$ cat config.mk
export PLATFORM = sky130hd
export DESIGN_NAME = quaternion_gyro_integrate
export DESIGN_NICKNAME = d
export VERILOG_FILES = /design/src/rtl/qgi_pkg.sv /design/src/rtl/qgi_mul.sv /design/src/rtl/qgi_div.sv /design/src/rtl/qgi_sqrt.sv /design/src/rtl/quaternion_gyro_integrate.sv
export SDC_FILE = /design/constraint.sdc
export NUM_CORES = 2
export LEC_CHECK = 0
export ABC_AREA = 0
export BUFFER_PORTS_ARGS = -buffer_cell sky130_fd_sc_hd__buf_4
export CAP_MARGIN = 0
export CORE_MARGIN = 3
export CORE_UTILIZATION = 40
export DETAILED_ROUTE_END_ITERATION = 16
export PLACE_DENSITY = 0.62
export SLEW_MARGIN = 20
export SYNTH_ARGS = -nofsm -noshare
export SYNTH_HDL_FRONTEND = slang
export SYNTH_HIERARCHICAL = 1
export SYNTH_SLANG_ARGS = --single-unit
$ cat constraint.sdc
create_clock -name i_clk -period 17 [get_ports i_clk]
set_input_delay 1.7 -clock i_clk [delete_from_list [all_inputs] [get_ports i_clk]]
set_output_delay 1.7 -clock i_clk [all_outputs]
set_load 0.05 [all_outputs]
$ cat src/rtl/qgi_pkg.sv
// shared types, sequencer op codes and constants for the quaternion gyro integrator
package qgi_pkg;

    localparam int QGI_OPW = 40;  // multiplier operand width
    localparam int QGI_PRW = 80;  // product and accumulator width
    localparam int QGI_DVW = 64;  // dividend and quotient width
    localparam int QGI_DSW = 32;  // divisor width
    localparam int QGI_SQW = 64;  // square root radicand width

    typedef logic signed [QGI_OPW-1:0] t_opnd;
    typedef logic signed [QGI_PRW-1:0] t_prod;
    typedef logic [5:0] t_op;

    // sequencer program, one entry per shared-unit operation
    localparam t_op OP_DELTA0  = 6'd0;
    localparam t_op OP_DELTA2  = 6'd2;
    localparam t_op OP_SQ0     = 6'd3;
    localparam t_op OP_SQ2     = 6'd5;
    localparam t_op OP_HSQ     = 6'd6;
    localparam t_op OP_DIVB    = 6'd7;
    localparam t_op OP_DIVA    = 6'd8;
    localparam t_op OP_T0      = 6'd9;
    localparam t_op OP_T2      = 6'd11;
    localparam t_op OP_ROW0    = 6'd12;
    localparam t_op OP_ROW_LAST = 6'd27;
    localparam t_op OP_N2_0    = 6'd28;
    localparam t_op OP_N2_LAST = 6'd31;
    localparam t_op OP_Q0      = 6'd32;
    localparam t_op OP_LAST    = 6'd35;

    // (2^39 + 1) / 3: x * QGI_RCP3 >> 39 is floor(x / 3) for any x below 2^39
    localparam t_opnd QGI_RCP3 = 40'sd183251937963;
    localparam t_opnd QGI_ONE_Q30 = 40'sd1073741824;
    localparam logic signed [33:0] QGI_HALF_Q30 = 34'sd536870912;

    // quaternion product coefficient: a, or a signed t component
    typedef struct packed {
        logic       use_a;
        logic [1:0] tsel;
        logic       neg;
    } t_coef_sel;

    function automatic t_coef_sel qgi_coef(input logic [3:0] idx);
        t_coef_sel c;
        c = '{use_a: 1'b0, tsel: 2'd0, neg: 1'b0};
        case (idx)
            4'd0:  c = '{use_a: 1'b1, tsel: 2'd0, neg: 1'b0};
            4'd1:  c = '{use_a: 1'b0, tsel: 2'd0, neg: 1'b1};
            4'd2:  c = '{use_a: 1'b0, tsel: 2'd1, neg: 1'b1};
            4'd3:  c = '{use_a: 1'b0, tsel: 2'd2, neg: 1'b1};
            4'd4:  c = '{use_a: 1'b0, tsel: 2'd0, neg: 1'b0};
            4'd5:  c = '{use_a: 1'b1, tsel: 2'd0, neg: 1'b0};
            4'd6:  c = '{use_a: 1'b0, tsel: 2'd2, neg: 1'b0};
            4'd7:  c = '{use_a: 1'b0, tsel: 2'd1, neg: 1'b1};
            4'd8:  c = '{use_a: 1'b0, tsel: 2'd1, neg: 1'b0};
            4'd9:  c = '{use_a: 1'b0, tsel: 2'd2, neg: 1'b1};
            4'd10: c = '{use_a: 1'b1, tsel: 2'd0, neg: 1'b0};
            4'd11: c = '{use_a: 1'b0, tsel: 2'd0, neg: 1'b0};
            4'd12: c = '{use_a: 1'b0, tsel: 2'd2, neg: 1'b0};
            4'd13: c = '{use_a: 1'b0, tsel: 2'd1, neg: 1'b0};
            4'd14: c = '{use_a: 1'b0, tsel: 2'd0, neg: 1'b1};
            4'd15: c = '{use_a: 1'b1, tsel: 2'd0, neg: 1'b0};
            default: c = '{use_a: 1'b1, tsel: 2'd0, neg: 1'b0};
        endcase
        return c;
    endfunction

endpackage

$ cat src/rtl/qgi_mul.sv
// bit-serial signed shift-add multiplier, one multiplier bit per cycle
module qgi_mul import qgi_pkg::*; (
    input  logic  i_clk,
    input  logic  i_rst_n,
    input  logic  i_start,
    input  t_opnd i_a,
    input  t_opnd i_b,
    output logic  o_done,
    output t_prod o_prod
);

    localparam int CW = $clog2(QGI_OPW);

    logic               r_busy;
    logic               r_done;
    logic [CW-1:0]      r_cnt;
    t_prod              r_mcand;
    t_prod              r_acc;
    logic [QGI_OPW-1:0] r_mplier;

    always_ff @(posedge i_clk) begin
        if (!i_rst_n) begin
            r_busy <= 1'b0;
            r_done <= 1'b0;
            r_cnt  <= '0;
        end else begin
            r_done <= 1'b0;
            if (i_start) begin
                r_busy <= 1'b1;
                r_cnt  <= CW'(QGI_OPW - 1);
            end else if (r_busy) begin
                r_cnt <= r_cnt - 1'b1;
                if (r_cnt == '0) begin
                    r_busy <= 1'b0;
                    r_done <= 1'b1;
                end
            end
        end
    end

    // negative multiplier: negate the multiplicand and use the magnitude
    always_ff @(posedge i_clk) begin
        if (i_start) begin
            r_mcand  <= i_b[QGI_OPW-1] ? -t_prod'(i_a) : t_prod'(i_a);
            r_mplier <= i_b[QGI_OPW-1] ? QGI_OPW'(-i_b) : QGI_OPW'(i_b);
            r_acc    <= '0;
        end else if (r_busy) begin
            if (r_mplier[0]) begin
                r_acc <= r_acc + r_mcand;
            end
            r_mcand  <= r_mcand <<< 1;
            r_mplier <= r_mplier >> 1;
        end
    end

    assign o_done = r_done;
    assign o_prod = r_acc;

endmodule

$ cat src/rtl/qgi_div.sv
// restoring unsigned divider, one quotient bit per cycle
module qgi_div import qgi_pkg::*; (
    input  logic               i_clk,
    input  logic               i_rst_n,
    input  logic               i_start,
    input  logic [QGI_DVW-1:0] i_dividend,
    input  logic [QGI_DSW-1:0] i_divisor,
    output logic               o_done,
    output logic [QGI_DVW-1:0] o_quo
);

    localparam int CW = $clog2(QGI_DVW);

    logic               r_busy;
    logic               r_done;
    logic [CW-1:0]      r_cnt;
    logic [QGI_DSW-1:0] r_rem;
    logic [QGI_DSW-1:0] r_dsr;
    logic [QGI_DVW-1:0] r_quo;
    logic [QGI_DSW:0]   w_trial;
    logic [QGI_DSW:0]   w_diff;
    logic               w_ge;

    assign w_trial = {r_rem, r_quo[QGI_DVW-1]};
    assign w_diff  = w_trial - {1'b0, r_dsr};
    assign w_ge    = w_trial >= {1'b0, r_dsr};

    always_ff @(posedge i_clk) begin
        if (!i_rst_n) begin
            r_busy <= 1'b0;
            r_done <= 1'b0;
            r_cnt  <= '0;
        end else begin
            r_done <= 1'b0;
            if (i_start) begin
                r_busy <= 1'b1;
                r_cnt  <= CW'(QGI_DVW - 1);
            end else if (r_busy) begin
                r_cnt <= r_cnt - 1'b1;
                if (r_cnt == '0) begin
                    r_busy <= 1'b0;
                    r_done <= 1'b1;
                end
            end
        end
    end

    always_ff @(posedge i_clk) begin
        if (i_start) begin
            r_rem <= '0;
            r_dsr <= i_divisor;
            r_quo <= i_dividend;
        end else if (r_busy) begin
            r_rem <= w_ge ? w_diff[QGI_DSW-1:0] : w_trial[QGI_DSW-1:0];
            r_quo <= {r_quo[QGI_DVW-2:0], w_ge};
        end
    end

    assign o_done = r_done;
    assign o_quo  = r_quo;

endmodule

$ cat src/rtl/qgi_sqrt.sv
// digit-by-digit integer square root, one result bit per cycle
module qgi_sqrt import qgi_pkg::*; (
    input  logic                 i_clk,
    input  logic                 i_rst_n,
    input  logic                 i_start,
    input  logic [QGI_SQW-1:0]   i_value,
    output logic                 o_done,
    output logic [QGI_SQW/2-1:0] o_root
);

    localparam int STEPS = QGI_SQW / 2;
    localparam int CW    = $clog2(STEPS);

    logic               r_busy;
    logic               r_done;
    logic [CW-1:0]      r_cnt;
    logic [QGI_SQW-1:0] r_v;
    logic [QGI_SQW-1:0] r_res;
    logic [QGI_SQW-1:0] r_bit;
    logic [QGI_SQW-1:0] w_rb;

    assign w_rb = r_res + r_bit;

    always_ff @(posedge i_clk) begin
        if (!i_rst_n) begin
            r_busy <= 1'b0;
            r_done <= 1'b0;
            r_cnt  <= '0;
        end else begin
            r_done <= 1'b0;
            if (i_start) begin
                r_busy <= 1'b1;
                r_cnt  <= CW'(STEPS - 1);
            end else if (r_busy) begin
                r_cnt <= r_cnt - 1'b1;
                if (r_cnt == '0) begin
                    r_busy <= 1'b0;
                    r_done <= 1'b1;
                end
            end
        end
    end

    always_ff @(posedge i_clk) begin
        if (i_start) begin
            r_v   <= i_value;
            r_res <= '0;
            r_bit <= {2'b01, {(QGI_SQW-2){1'b0}}};
        end else if (r_busy) begin
            if (r_v >= w_rb) begin
                r_v   <= r_v - w_rb;
                r_res <= (r_res >> 1) + r_bit;
            end else begin
                r_res <= r_res >> 1;
            end
            r_bit <= r_bit >> 2;
        end
    end

    assign o_done = r_done;
    assign o_root = r_res[QGI_SQW/2-1:0];

endmodule

$ cat src/rtl/quaternion_gyro_integrate.sv
// top level: sequencer and state for the gyro-driven attitude quaternion update
// Takes one gyro sample (Q4.12 rates, Q0.16 time step) and returns the new
// normalized attitude quaternion in Q2.30, starting from identity after reset.
// The time an item takes grows when a large rotation needs extra normalizing
// shifts and is set by the bit-serial multiplier (32 products, two of them
// reciprocal multiplications that stand in for the divisions by 48 and 384),
// the bit-serial divider (four normalizing divisions) and the 32-step square
// root, all run back to back by the sequencer. Input is not ready while an
// item is in work; a finished result waits in the output register and does
// not block the next input transfer.
// When the product norm is zero the stored attitude is kept and output again,
// and the divisions are skipped.
module quaternion_gyro_integrate import qgi_pkg::*; (
    input  logic               i_clk,
    input  logic               i_rst_n,
    input  logic               i_valid,
    output logic               o_ready,
    input  logic signed [15:0] i_rate_x,
    input  logic signed [15:0] i_rate_y,
    input  logic signed [15:0] i_rate_z,
    input  logic        [15:0] i_time_step,
    output logic               o_valid,
    input  logic               i_ready,
    output logic signed [31:0] o_quat_w,
    output logic signed [31:0] o_quat_x,
    output logic signed [31:0] o_quat_y,
    output logic signed [31:0] o_quat_z
);

    typedef enum logic [7:0] {
        S_IDLE  = 8'b0000_0001,
        S_START = 8'b0000_0010,
        S_WAIT  = 8'b0000_0100,
        S_ABS   = 8'b0000_1000,
        S_NORM  = 8'b0001_0000,
        S_SQRT  = 8'b0010_0000,
        S_SQW   = 8'b0100_0000,
        S_OUT   = 8'b1000_0000
    } t_state;

    t_state             r_state;
    t_op                r_op;
    logic               r_out_valid;
    logic signed [15:0] r_rate [3];
    logic        [15:0] r_dt;
    logic signed [31:0] r_dl [3];
    t_prod              r_acc;
    logic        [37:0] r_d2;
    logic        [45:0] r_hsq;
    logic signed [33:0] r_b;
    t_opnd              r_a;
    t_opnd              r_t [3];
    logic        [49:0] r_u [4];
    logic        [3:0]  r_neg;
    logic        [63:0] r_n2;
    logic        [31:0] r_n;
    logic signed [31:0] r_att [4];
    logic signed [31:0] r_quat [4];

    t_opnd              w_mul_a;
    t_opnd              w_mul_b;
    t_prod              w_prod;
    t_prod              w_sum;
    logic               w_mul_done;
    logic               w_mul_start;
    logic               w_div_done;
    logic               w_div_start;
    logic [QGI_DVW-1:0] w_dividend;
    logic [QGI_DSW-1:0] w_divisor;
    logic [QGI_DVW-1:0] w_quo;
    logic               w_sqrt_done;
    logic [31:0]        w_root;
    logic               w_is_div;
    logic               w_is_row;
    logic               w_first;
    logic               w_unit_done;
    logic               w_big;
    t_op                w_rel_sq;
    t_op                w_rel_t;
    t_op                w_rel_row;
    t_op                w_rel_n2;
    t_op                w_rel_q;
    t_coef_sel          w_csel;
    logic [63:0]        w_lim;
    logic [31:0]        w_qv;

    assign w_rel_sq  = r_op - OP_SQ0;
    assign w_rel_t   = r_op - OP_T0;
    assign w_rel_row = r_op - OP_ROW0;
    assign w_rel_n2  = r_op - OP_N2_0;
    assign w_rel_q   = r_op - OP_Q0;
    assign w_csel    = qgi_coef(w_rel_row[3:0]);

    assign w_is_div = (r_op >= OP_Q0);
    assign w_is_row = (r_op >= OP_ROW0) && (r_op <= OP_ROW_LAST);
    assign w_first  = (r_op == OP_SQ0) || (r_op == OP_N2_0)
                    || (w_is_row && (w_rel_row[1:0] == 2'd0));
    assign w_unit_done = w_is_div ? w_div_done : w_mul_done;

    assign w_mul_start = (r_state == S_START) && !w_is_div;
    assign w_div_start = (r_state == S_START) && w_is_div;

    // operand selection for the shared multiplier
    always_comb begin
        t_opnd coef;
        coef    = w_csel.use_a ? r_a : r_t[w_csel.tsel];
        w_mul_a = '0;
        w_mul_b = '0;
        if (r_op <= OP_DELTA2) begin
            w_mul_a = t_opnd'(r_rate[r_op[1:0]]);
            w_mul_b = t_opnd'({1'b0, r_dt});
        end else if (r_op <= OP_SQ2) begin
            w_mul_a = t_opnd'(r_dl[w_rel_sq[1:0]]);
            w_mul_b = t_opnd'(r_dl[w_rel_sq[1:0]]);
        end else if (r_op == OP_HSQ) begin
            w_mul_a = t_opnd'({1'b0, r_d2[37:15]});
            w_mul_b = t_opnd'({1'b0, r_d2[37:15]});
        end else if (r_op == OP_DIVB) begin
            // d2 / 48 as (d2 >> 4) / 3
            w_mul_a = t_opnd'({1'b0, r_d2[37:4]});
            w_mul_b = QGI_RCP3;
        end else if (r_op == OP_DIVA) begin
            // d2sq / 384 as (d2sq >> 7) / 3
            w_mul_a = t_opnd'({1'b0, r_hsq[45:7]});
            w_mul_b = QGI_RCP3;
        end else if ((r_op >= OP_T0) && (r_op <= OP_T2)) begin
            w_mul_a = t_opnd'(r_b);
            w_mul_b = t_opnd'(r_dl[w_rel_t[1:0]]);
        end else if (w_is_row) begin
            w_mul_a = w_csel.neg ? -coef : coef;
            w_mul_b = t_opnd'(r_att[w_rel_row[1:0]]);
        end else if ((r_op >= OP_N2_0) && (r_op <= OP_N2_LAST)) begin
            w_mul_a = t_opnd'({1'b0, r_u[w_rel_n2[1:0]][30:0]});
            w_mul_b = t_opnd'({1'b0, r_u[w_rel_n2[1:0]][30:0]});
        end
    end

    assign w_dividend = QGI_DVW'({r_u[w_rel_q[1:0]][30:0], 30'd0});
    assign w_divisor  = r_n;

    assign w_sum = (w_first ? t_prod'(0) : r_acc) + w_prod;
    assign w_big = (|r_u[0][49:31]) | (|r_u[1][49:31]) | (|r_u[2][49:31])
                 | (|r_u[3][49:31]);

    // saturate the normalized magnitude to the signed 32-bit range
    assign w_lim = r_neg[w_rel_q[1:0]] ? 64'h0000_0000_8000_0000
                                       : 64'h0000_0000_7FFF_FFFF;
    assign w_qv  = (w_quo > w_lim) ? w_lim[31:0] : w_quo[31:0];

    qgi_mul u_mul (
        .i_clk   (i_clk),
        .i_rst_n (i_rst_n),
        .i_start (w_mul_start),
        .i_a     (w_mul_a),
        .i_b     (w_mul_b),
        .o_done  (w_mul_done),
        .o_prod  (w_prod)
    );

    qgi_div u_div (
        .i_clk      (i_clk),
        .i_rst_n    (i_rst_n),
        .i_start    (w_div_start),
        .i_dividend (w_dividend),
        .i_divisor  (w_divisor),
        .o_done     (w_div_done),
        .o_quo      (w_quo)
    );

    qgi_sqrt u_sqrt (
        .i_clk   (i_clk),
        .i_rst_n (i_rst_n),
        .i_start (r_state == S_SQRT),
        .i_value (r_n2),
        .o_done  (w_sqrt_done),
        .o_root  (w_root)
    );

    // sequencer and control state
    always_ff @(posedge i_clk) begin
        if (!i_rst_n) begin
            r_state     <= S_IDLE;
            r_op        <= OP_DELTA0;
            r_out_valid <= 1'b0;
            r_att[0]    <= 32'sh4000_0000;
            r_att[1]    <= '0;
            r_att[2]    <= '0;
            r_att[3]    <= '0;
        end else begin
            if (r_out_valid && i_ready && (r_state != S_OUT)) begin
                r_out_valid <= 1'b0;
            end
            case (r_state)
                S_IDLE: begin
                    if (i_valid) begin
                        r_op    <= OP_DELTA0;
                        r_state <= S_START;
                    end
                end
                S_START: begin
                    r_state <= S_WAIT;
                end
                S_WAIT: begin
                    if (w_unit_done) begin
                        if (r_op >= OP_Q0) begin
                            r_att[w_rel_q[1:0]] <= r_neg[w_rel_q[1:0]] ? -w_qv : w_qv;
                        end
                        r_op <= r_op + 1'b1;
                        if (r_op == OP_ROW_LAST) begin
                            r_state <= S_ABS;
                        end else if (r_op == OP_N2_LAST) begin
                            r_state <= S_SQRT;
                        end else if (r_op == OP_LAST) begin
                            r_state <= S_OUT;
                        end else begin
                            r_state <= S_START;
                        end
                    end
                end
                S_ABS: begin
                    r_state <= S_NORM;
                end
                S_NORM: begin
                    if (!w_big) begin
                        r_op    <= OP_N2_0;
                        r_state <= S_START;
                    end
                end
                S_SQRT: begin
                    r_state <= S_SQW;
                end
                S_SQW: begin
                    if (w_sqrt_done) begin
                        if (w_root == '0) begin
                            r_state <= S_OUT;
                        end else begin
                            r_op    <= OP_Q0;
                            r_state <= S_START;
                        end
                    end
                end
                S_OUT: begin
                    if (!r_out_valid || i_ready) begin
                        r_out_valid <= 1'b1;
                        r_state     <= S_IDLE;
                    end
                end
                default: begin
                    r_state <= S_IDLE;
                end
            endcase
        end
    end

    // datapath registers
    always_ff @(posedge i_clk) begin
        if ((r_state == S_IDLE) && i_valid) begin
            r_rate[0] <= i_rate_x;
            r_rate[1] <= i_rate_y;
            r_rate[2] <= i_rate_z;
            r_dt      <= i_time_step;
        end
        if ((r_state == S_WAIT) && w_unit_done) begin
            if (r_op <= OP_DELTA2) begin
                r_dl[r_op[1:0]] <= w_prod[31:0];
            end else if (r_op <= OP_SQ2) begin
                r_acc <= w_sum;
                if (r_op == OP_SQ2) begin
                    r_d2 <= w_sum[63:26];
                end
            end else if (r_op == OP_HSQ) begin
                r_hsq <= w_prod[45:0];
            end else if (r_op == OP_DIVB) begin
                r_b <= QGI_HALF_Q30 - $signed({1'b0, w_prod[71:39]});
            end else if (r_op == OP_DIVA) begin
                r_a <= QGI_ONE_Q30 - t_opnd'({1'b0, r_d2[37:3]})
                     + t_opnd'({1'b0, w_prod[76:39]});
            end else if (r_op <= OP_T2) begin
                r_t[w_rel_t[1:0]] <= w_prod[67:28];
            end else if (w_is_row) begin
                r_acc <= w_sum;
                if (w_rel_row[1:0] == 2'd3) begin
                    r_u[w_rel_row[3:2]]   <= w_sum[79:30];
                    r_neg[w_rel_row[3:2]] <= w_sum[79];
                end
            end else if (r_op <= OP_N2_LAST) begin
                r_acc <= w_sum;
                if (r_op == OP_N2_LAST) begin
                    r_n2 <= w_sum[63:0];
                end
            end
        end
        // row results are signed until here, magnitudes from here on
        if (r_state == S_ABS) begin
            for (int i = 0; i < 4; i++) begin
                r_u[i] <= r_neg[i] ? -r_u[i] : r_u[i];
            end
        end
        if ((r_state == S_NORM) && w_big) begin
            for (int i = 0; i < 4; i++) begin
                r_u[i] <= r_u[i] >> 1;
            end
        end
        if ((r_state == S_SQW) && w_sqrt_done) begin
            r_n <= w_root;
        end
        if ((r_state == S_OUT) && (!r_out_valid || i_ready)) begin
            for (int i = 0; i < 4; i++) begin
                r_quat[i] <= r_att[i];
            end
        end
    end

    assign o_ready  = (r_state == S_IDLE);
    assign o_valid  = r_out_valid;
    assign o_quat_w = r_quat[0];
    assign o_quat_x = r_quat[1];
    assign o_quat_y = r_quat[2];
    assign o_quat_z = r_quat[3];

`ifndef SYNTHESIS
    a_accept_busy: assert property (@(posedge i_clk) disable iff (!i_rst_n)
        (i_valid && o_ready) |=> !o_ready)
        else $error("input still ready after a transfer");

    a_op_range: assert property (@(posedge i_clk) disable iff (!i_rst_n)
        r_op <= OP_LAST + 6'd1)
        else $error("sequencer op out of range");

    a_result_load: assert property (@(posedge i_clk) disable iff (!i_rst_n)
        ((r_state == S_OUT) && (!r_out_valid || i_ready)) |=> (o_valid && o_ready))
        else $error("finished result not presented");

    a_mul_done_wait: assert property (@(posedge i_clk) disable iff (!i_rst_n)
        w_mul_done |-> (r_state == S_WAIT))
        else $error("multiplier finished outside of wait");
`endif

endmodule
==> After elaboration in Yosys (flattened, before gate mapping) <==
Memory sizes are Yosys's and may differ from the RTL's. A register that Yosys moved wholly into a read port is not among the register bits.
Cells that the tools add are included.
{ "word_totals": {"ff_bits": 880, "latchBits": 0, "mem_bits_rw": 720, "rom_bits": 64, "in_bits": 68, "out_inout_bits": 130, "elab_cells": 313, "memories": 7} }
{ "classes": {"n_addsub": 26, "mul": 0, "n_div": 0, "n_lt_le_gt_ge": 15, "n_eq_ne": 29, "n_shift": 0, "mux": 135, "bitwise": 18, "n_reduce_logical": 51} }
{ "mem_list": {"columns": ["name", "words", "word_bits", "read_ports", "rd_clocked_by_memory_dff", "write_ports", "line", "rtl"], "rows": [
  ["r_u", 4, 50, 6, 0, 4, "quaternion_gyro_integrate.sv:53", "logic [49:0] r_u [4];"],
  ["r_att", 4, 32, 5, 0, 4, "quaternion_gyro_integrate.sv:57", "logic signed [31:0] r_att [4];"],
  ["r_quat", 4, 32, 4, 0, 4, "quaternion_gyro_integrate.sv:58", "logic signed [31:0] r_quat [4];"],
  ["r_t", 3, 40, 1, 0, 1, "quaternion_gyro_integrate.sv:52", "t_opnd r_t [3];"],
  ["r_dl", 3, 32, 2, 0, 1, "quaternion_gyro_integrate.sv:46", "logic signed [31:0] r_dl [3];"],
  ["(no name shown)", 16, 4, 1, 0, 0, "qgi_pkg.sv:46", "case (idx)"],
  ["1 more memories", null, null, null, null, null, null, null]
]} }
{ "op_table": {"columns": ["cell", "n"], "rows": [
  ["80-bit 2-to-1 mux", 11],
  ["40-bit 2-to-1 mux", 19],
  ["50-bit 2-to-1 mux", 9],
  ["64-bit 2-to-1 mux", 4],
  ["50-bit negation", 4],
  ["80-bit adder", 2],
  ["32-bit 2-to-1 mux", 5],
  ["61-bit 2-to-1 mux", 2],
  ["40-bit negation", 2],
  ["40-bit negation with 80-bit output", 1],
  ["19-bit OR reduction", 4],
  ["8-bit 2-to-1 mux", 9],
  ["63-bit by 63-bit adder with 64-bit output", 1],
  ["64-bit by 63-bit adder with 64-bit output", 1],
  ["64-bit greater-or-equal comparator", 1],
  ["64-bit by 32-bit greater-than comparator with 1-bit output", 1],
  ["8-bit one-hot mux with 8 select lines", 1],
  ["64-bit subtractor", 1],
  ["1-bit 2-to-1 mux", 55],
  ["6-bit 2-to-1 mux", 9],
  ["50-bit OR reduction", 1],
  ["36-bit by 39-bit adder with 40-bit output", 1],
  ["31-bit by 35-bit subtractor with 36-bit output, first input constant", 1],
  ["30-bit by 33-bit subtractor with 34-bit output, first input constant", 1],
  ["other kinds (64)", 128]
]} }

==> Longest topological paths before layout <==
An unclocked memory read counts as a cell.
{ "logic_depth": {"word_depth": 16, "mapped_depth": 32, "ltp_nobuf": 25} }

==> By module <==
The synthesis kept the hierarchy.
{ "by_module_without_submodules": {"columns": ["mod", "instances", "cells_each", "area_per_inst_um2", "seq_area_each_um2"], "rows": [
  ["quaternion_gyro_integrate", 1, 5412, 59692.2, 32260.9],
  ["qgi_sqrt", 1, 1967, 15514.9, 3983.8],
  ["qgi_mul", 1, 1756, 14631.5, 5365.1],
  ["qgi_div", 1, 670, 7278.2, 3683.5]
]} }

==> Worst setup path before layout <==
No wires, ideal clock.
{ "synth_timing": {"path_kind": "register to register", "from": "register r_op[0]", "to": "register r_acc[0], enable pin", "setup_time_ps": 715, "arrival_ps": 10291, "slack_ps": 5994, "path_stages_with_launch": 12, "path_buffers": 5, "synth_period_minus_slack_ps": 11006, "cell_sequence": "dfxtp_1 > buf_2 > buf_1 > clkinv_1 > ha_1 > clkbuf_1 > and3_1 > clkbuf_1 > nor2_1 > clkbuf_1 > a31oi_1 > nor4_1"} }
{ "synth_via": {"elab_chain_len": 4, "elab_cells_between_ends": 20, "classes_between": "7 x order compare; 7 x eq/ne; 1 x mux; 1 x bitwise; 4 x reduce/logical"} }
{ "synth_lines": {"columns": ["item", "line", "rtl"], "rows": [
  ["start: declaration", "quaternion_gyro_integrate.sv:42", "t_op r_op;"],
  ["start signal: assignment", "quaternion_gyro_integrate.sv:208", "r_op <= r_op + 1'b1;"],
  ["6-bit by 4-bit greater-or-equal comparator with 1-bit output (tied with other cells)", "quaternion_gyro_integrate.sv:95", "assign w_is_row = (r_op >= OP_ROW0) && (r_op <= OP_ROW_LAST);"],
  ["1-bit logical AND or 1-bit 2-to-1 mux (tied branches)", "quaternion_gyro_integrate.sv:95, quaternion_gyro_integrate.sv:98", null],
  ["3-bit nonzero test (no source line) or 1-bit logical AND (tied branches)", null, null],
  ["7-bit AND reduction (no source line) (*)", null, null],
  ["end signal: assignment", "quaternion_gyro_integrate.sv:267", "r_acc <= w_sum;"],
  ["end signal: assignment", "quaternion_gyro_integrate.sv:281", "r_acc <= w_sum;"],
  ["end signal: assignment", "quaternion_gyro_integrate.sv:287", "r_acc <= w_sum;"],
  ["end: declaration", "quaternion_gyro_integrate.sv:47", "t_prod r_acc;"]
]} }
Every way passes the cells marked *; elsewhere a longest branch is shown, timed or not.
A chain may end at the register's enable or synchronous reset.

==> Final worst setup path <==
{ "layout_timing": {"from": "register r_op[2]", "to": "register u_mul.r_mcand[61], data pin"} }
{ "layout_via": {"elab_chain_len": 16, "elab_cells_between_ends": 41, "classes_between": "3 x add/sub; 9 x order compare; 3 x eq/ne; 19 x mux; 5 x reduce/logical; 2 x memory"} }
{ "layout_lines": {"columns": ["item", "line", "rtl"], "rows": [
  ["4-bit subtractor", "quaternion_gyro_integrate.sv:89", "assign w_rel_row = r_op - OP_ROW0;"],
  ["memory 16 x 4 bit", null, null],
  ["memory 3 x 40 bit", null, null],
  ["40-bit 2-to-1 mux", "quaternion_gyro_integrate.sv:106", "coef = w_csel.use_a ? r_a : r_t[w_csel.tsel];"],
  ["40-bit negation", "quaternion_gyro_integrate.sv:130", "w_mul_a = w_csel.neg ? -coef : coef;"],
  ["40-bit 2-to-1 mux", "quaternion_gyro_integrate.sv:130", null],
  ["40-bit 2-to-1 mux", "quaternion_gyro_integrate.sv:129", "end else if (w_is_row) begin"],
  ["40-bit 2-to-1 mux", "quaternion_gyro_integrate.sv:126", "end else if ((r_op >= OP_T0) && (r_op <= OP_T2)) begin"],
  ["40-bit 2-to-1 mux", "quaternion_gyro_integrate.sv:122", "end else if (r_op == OP_DIVA) begin"],
  ["40-bit 2-to-1 mux", "quaternion_gyro_integrate.sv:118", "end else if (r_op == OP_DIVB) begin"],
  ["40-bit 2-to-1 mux", "quaternion_gyro_integrate.sv:115", "end else if (r_op == OP_HSQ) begin"],
  ["40-bit 2-to-1 mux", "quaternion_gyro_integrate.sv:112", "end else if (r_op <= OP_SQ2) begin"],
  ["40-bit 2-to-1 mux (*)", "quaternion_gyro_integrate.sv:109", "if (r_op <= OP_DELTA2) begin"],
  ["via w_mul_a[15]", "quaternion_gyro_integrate.sv:60", "t_opnd w_mul_a;"],
  ["40-bit negation with 80-bit output (*)", "qgi_mul.sv:44", "r_mcand <= i_b[QGI_OPW-1] ? -t_prod'(i_a) : t_prod'(i_a);"],
  ["80-bit 2-to-1 mux (*)", "qgi_mul.sv:44", null],
  ["80-bit 2-to-1 mux (*)", "qgi_mul.sv:43", "if (i_start) begin"],
  ["end signal: assignment", "qgi_mul.sv:44", null],
  ["end signal: assignment", "qgi_mul.sv:51", "r_mcand <= r_mcand <<< 1;"],
  ["end: declaration", "qgi_mul.sv:17", "t_prod r_mcand;"]
]} }
The timed path passes the listed nets; every way through them passes the cells marked *.

==> reports/results.tsv <==
metric	value	unit
final_max_slew_viol_count	0	
syn_to_final_growth	12.0	%
synth.avg_cell_area	9.90	um^2
place_area	102000	um^2
ctsResizeCount	0	
r2r_slack	6.78	ns
fill_cells	22600	
setup_violations	0	
use_met3	5.97	%
outcome	finished, final reports clean	
crit_arrival	10.69	ns
fmax	97.8	MHz
grt_pass1_wl	522000	um
clock_path_buffers	3	
path_delay_family	simple AND/OR/NAND/NOR gates	
end_kind	flop	
drive_above_1_share	10.3	%
synth_seq_area_share	46.6	%
slowest_delay	1.13	ns
hold_viol_final	0	
worst_pin_slew	1.22	ns
numCtsBuffers	184	
worst_slack	6.78	ns
ant_nets	0	
postLayoutCoreUtil	45.1	%
post-route-drc-count	0	
power	14.6	mW
first_pass_iters	6	
grt_max_degree	93	
ys_async_sr_fraction	0	%
coreArea	241000	um^2
clk_pin_slew	0.06	ns
synthDistinctLibCells	115	
synth.area.top_cells	edfxtp_1 41%, ha_1 5.4%, dfxtp_1 5.2%, a21oi_1 4.2%, nor2_1 4.0%	
gp_congestion	0.986	
vias	81400	
pre_cts_slack	7.07	ns
stdcell_area	109000	um^2
ctsHtreeMaxLevel	4	
yosysWarnings	6	
hp-class	flop to flop	
synth.cell_area	97100	um^2
portBuffers	197	
fin_crit_sh	60.1	%
ys_seq_elements	1592	
path_buf_inv	3	
finClkSkew	0.0712	ns
wl	360000	um
clockRootBuffer	clkbuf_16	
power_density	134	nW/um^2
top_usage_layer	met2	
ir_drop	0.000103	V
clk_latency	0.85	ns
cp_cell_sequence	buf_4 -> inv_1 -> ha_1 -> mux4_2 -> buf_4 -> nor2b_1 -> a221o_1 -> nor3_1 -> nand3_1 -> nor4_2 -> a21oi_1 -> xnor2_1 -> a21oi_1 -> o221ai_1 -> or4_1 -> or3_1 -> nor3_1 -> nand3b_1 -> or2_1 -> or4_4 -> o31ai_4 -> o21ai_1 -> nand2_1 -> o21ai_0	
rsz0062_at_grt	no	
post_cts_buffers	0	
cp_data_required_time	17.47	ns
worstSetupStartpointType	flop	
hpwl	270000	um
synth_top_area_share	41.5	%
dp_cells	12800	
p_leak	39.3	nW
slew_headroom	18.6	%
die_x	499	um
pin_count	198	
holdBufCountCts	0	
clock_sinks	1592	
routed_via_density	6.17	
use_met1	39.9	%
cts_tree	done	
dieArea	249000	um^2
fin_setup_tns	0	ns
path_class	flop to flop	
worst-path-max-fanout	61	
antenna_found_initial	30	
yosysTopAreaCell	edfxtp_1	
grtUsageMet2	41.4	%
synthCells	9805	
start_util	40.3	%
row_count	180	
overflow	0	
min_period	10.22	ns
grt_pass1_vias	75500	
instances_no_fill	13200	
maxCapViolCount	0	
timing.hold.ws	0.413	ns
worst_path_max_delay_cell	ha_1	
synth_edf_count	1341	
grt_usage	27.9	%
die_y	499	um
avgRoutedWirePerCell	27.3	um
fin_nets	10300	
synth_flop_cell	edfxtp_1	
drt_iter0_drc	10200	
-- sequential cells by signal (all words and copies together) (netlist names), 16 cells and up, named ones only --
name and cells:
r_acc 80, r_d2 35, r_dt 16, r_hsq 39, r_n 32, r_quat 128, u_sqrt/r_v 64, r_u 200
u_mul/r_mplier 40, u_div/r_rem 32, r_b 34, r_dl 96, r_rate 48, r_a 40, u_sqrt/r_res 64, u_mul/r_mcand 80
u_div/r_dsr 32, r_att 128, u_sqrt/r_bit 32, u_mul/o_prod 80, u_div/o_quo 64, r_n2 64, r_t 120
-- synth_stat cells (164+ instances only) --
cell,instances
o21ai_0,563
a21o_1,230
edfxtp_1,1341
nand3_1,164
nor2_1,1027
nand2_1,948
a21oi_1,807
xor2_1,340
nor3_1,238
xnor2_1,371
dfxtp_1,251
inv_1,214
clkbuf_1,437
ha_1,419
-- layout by cell type (no fill, tap or decap), drive strengths merged, types with 140 or more instances in the layout --
cell type	synthesis	final
xnor2	371	371
buf	121	373
nand2	948	948
inv	214	224
nor2	1030	1030
xor2	340	340
o21ai	584	584
nand3	165	165
ha	419	419
a21oi	811	811
nor3	243	243
a31oi	157	157
nor2b	140	140
dfxtp	251	251
clkbuf	439	217
edfxtp	1341	1341
a21o	230	230
-- worst reg2reg max path, stage by stage, from the launching register on --
cell,delay [ns]
dfxtp_1,0.31
buf_4,0.34
inv_1,0.56
ha_1,1.13
mux4_2,0.38
buf_4,0.49
nor2b_1,0.41
a221o_1,0.57
nor3_1,0.25
nand3_1,0.29
nor4_2,0.65
a21oi_1,0.18
xnor2_1,0.16
a21oi_1,0.32
o221ai_1,0.25
or4_1,0.52
or3_1,0.38
nor3_1,0.23
nand3b_1,0.27
or2_1,0.34
or4_4,0.47
o31ai_4,0.23
o21ai_1,0.09
nand2_1,0.75
o21ai_0,0.28
-- kinds of logic after synthesis --
logic type	count (synthesis)	synth area share [%]
AND/OR/NAND/NOR	3251	15.8
buffers and inverters	775	3.24
multiplexers	301	4.12
other	1	0.00386
AO/OA/AOI/OAI	2750	18.3
adder cells (fa/ha/maj)	424	5.50
XOR/XNOR	711	6.41
flip-flops	1592	46.6
-- where the power goes --
part | internal, mW | switching, mW | leakage, nW
Sequential | 4.91 | 0.373 | 14.3
Combinational | 1.68 | 3.26 | 21.8
Clock | 2.58 | 1.77 | 3.19
Total | 9.17 | 5.40 | 39.3
-- routing by layer --
layer  vias up  part of all wire (%)  routed length [um]
li1      36800                     -                   -
met1     40200                    43              156000
met2      3858                    43              155000
met3       610                   9.7               35000
met4         4                   4.0               14600
met5         -                 0.021                  77
-- final timing paths --
check | startpoint | endpoint | depth (start not counted)
min | r_n[15]$_DFFE_PP_ | u_div/r_dsr[15]$_DFFE_PP_ | 0
max | r_op[2]$_SDFFE_PN0P_ | u_mul/r_mcand[61]$_DFFE_PP_ | 24
max reg2reg | r_op[2]$_SDFFE_PN0P_ | u_mul/r_mcand[61]$_DFFE_PP_ | 24
min reg2reg | r_n[15]$_DFFE_PP_ | u_div/r_dsr[15]$_DFFE_PP_ | 0
-- final cells by class --
class	count	area, um^2	share of cell area (%)
Antenna cell	15	37.5	0.0345
Tap cell	3185	3990	3.66
Clock inverter	128	1670	1.53
Sequential cell	1592	45300	41.7
Multi-Input combinational cell	7470	49200	45.2
Inverter	215	807	0.742
Timing Repair Buffer	374	2800	2.58
Clock buffer	216	4930	4.54
Power figures use the tool's default switching activity.
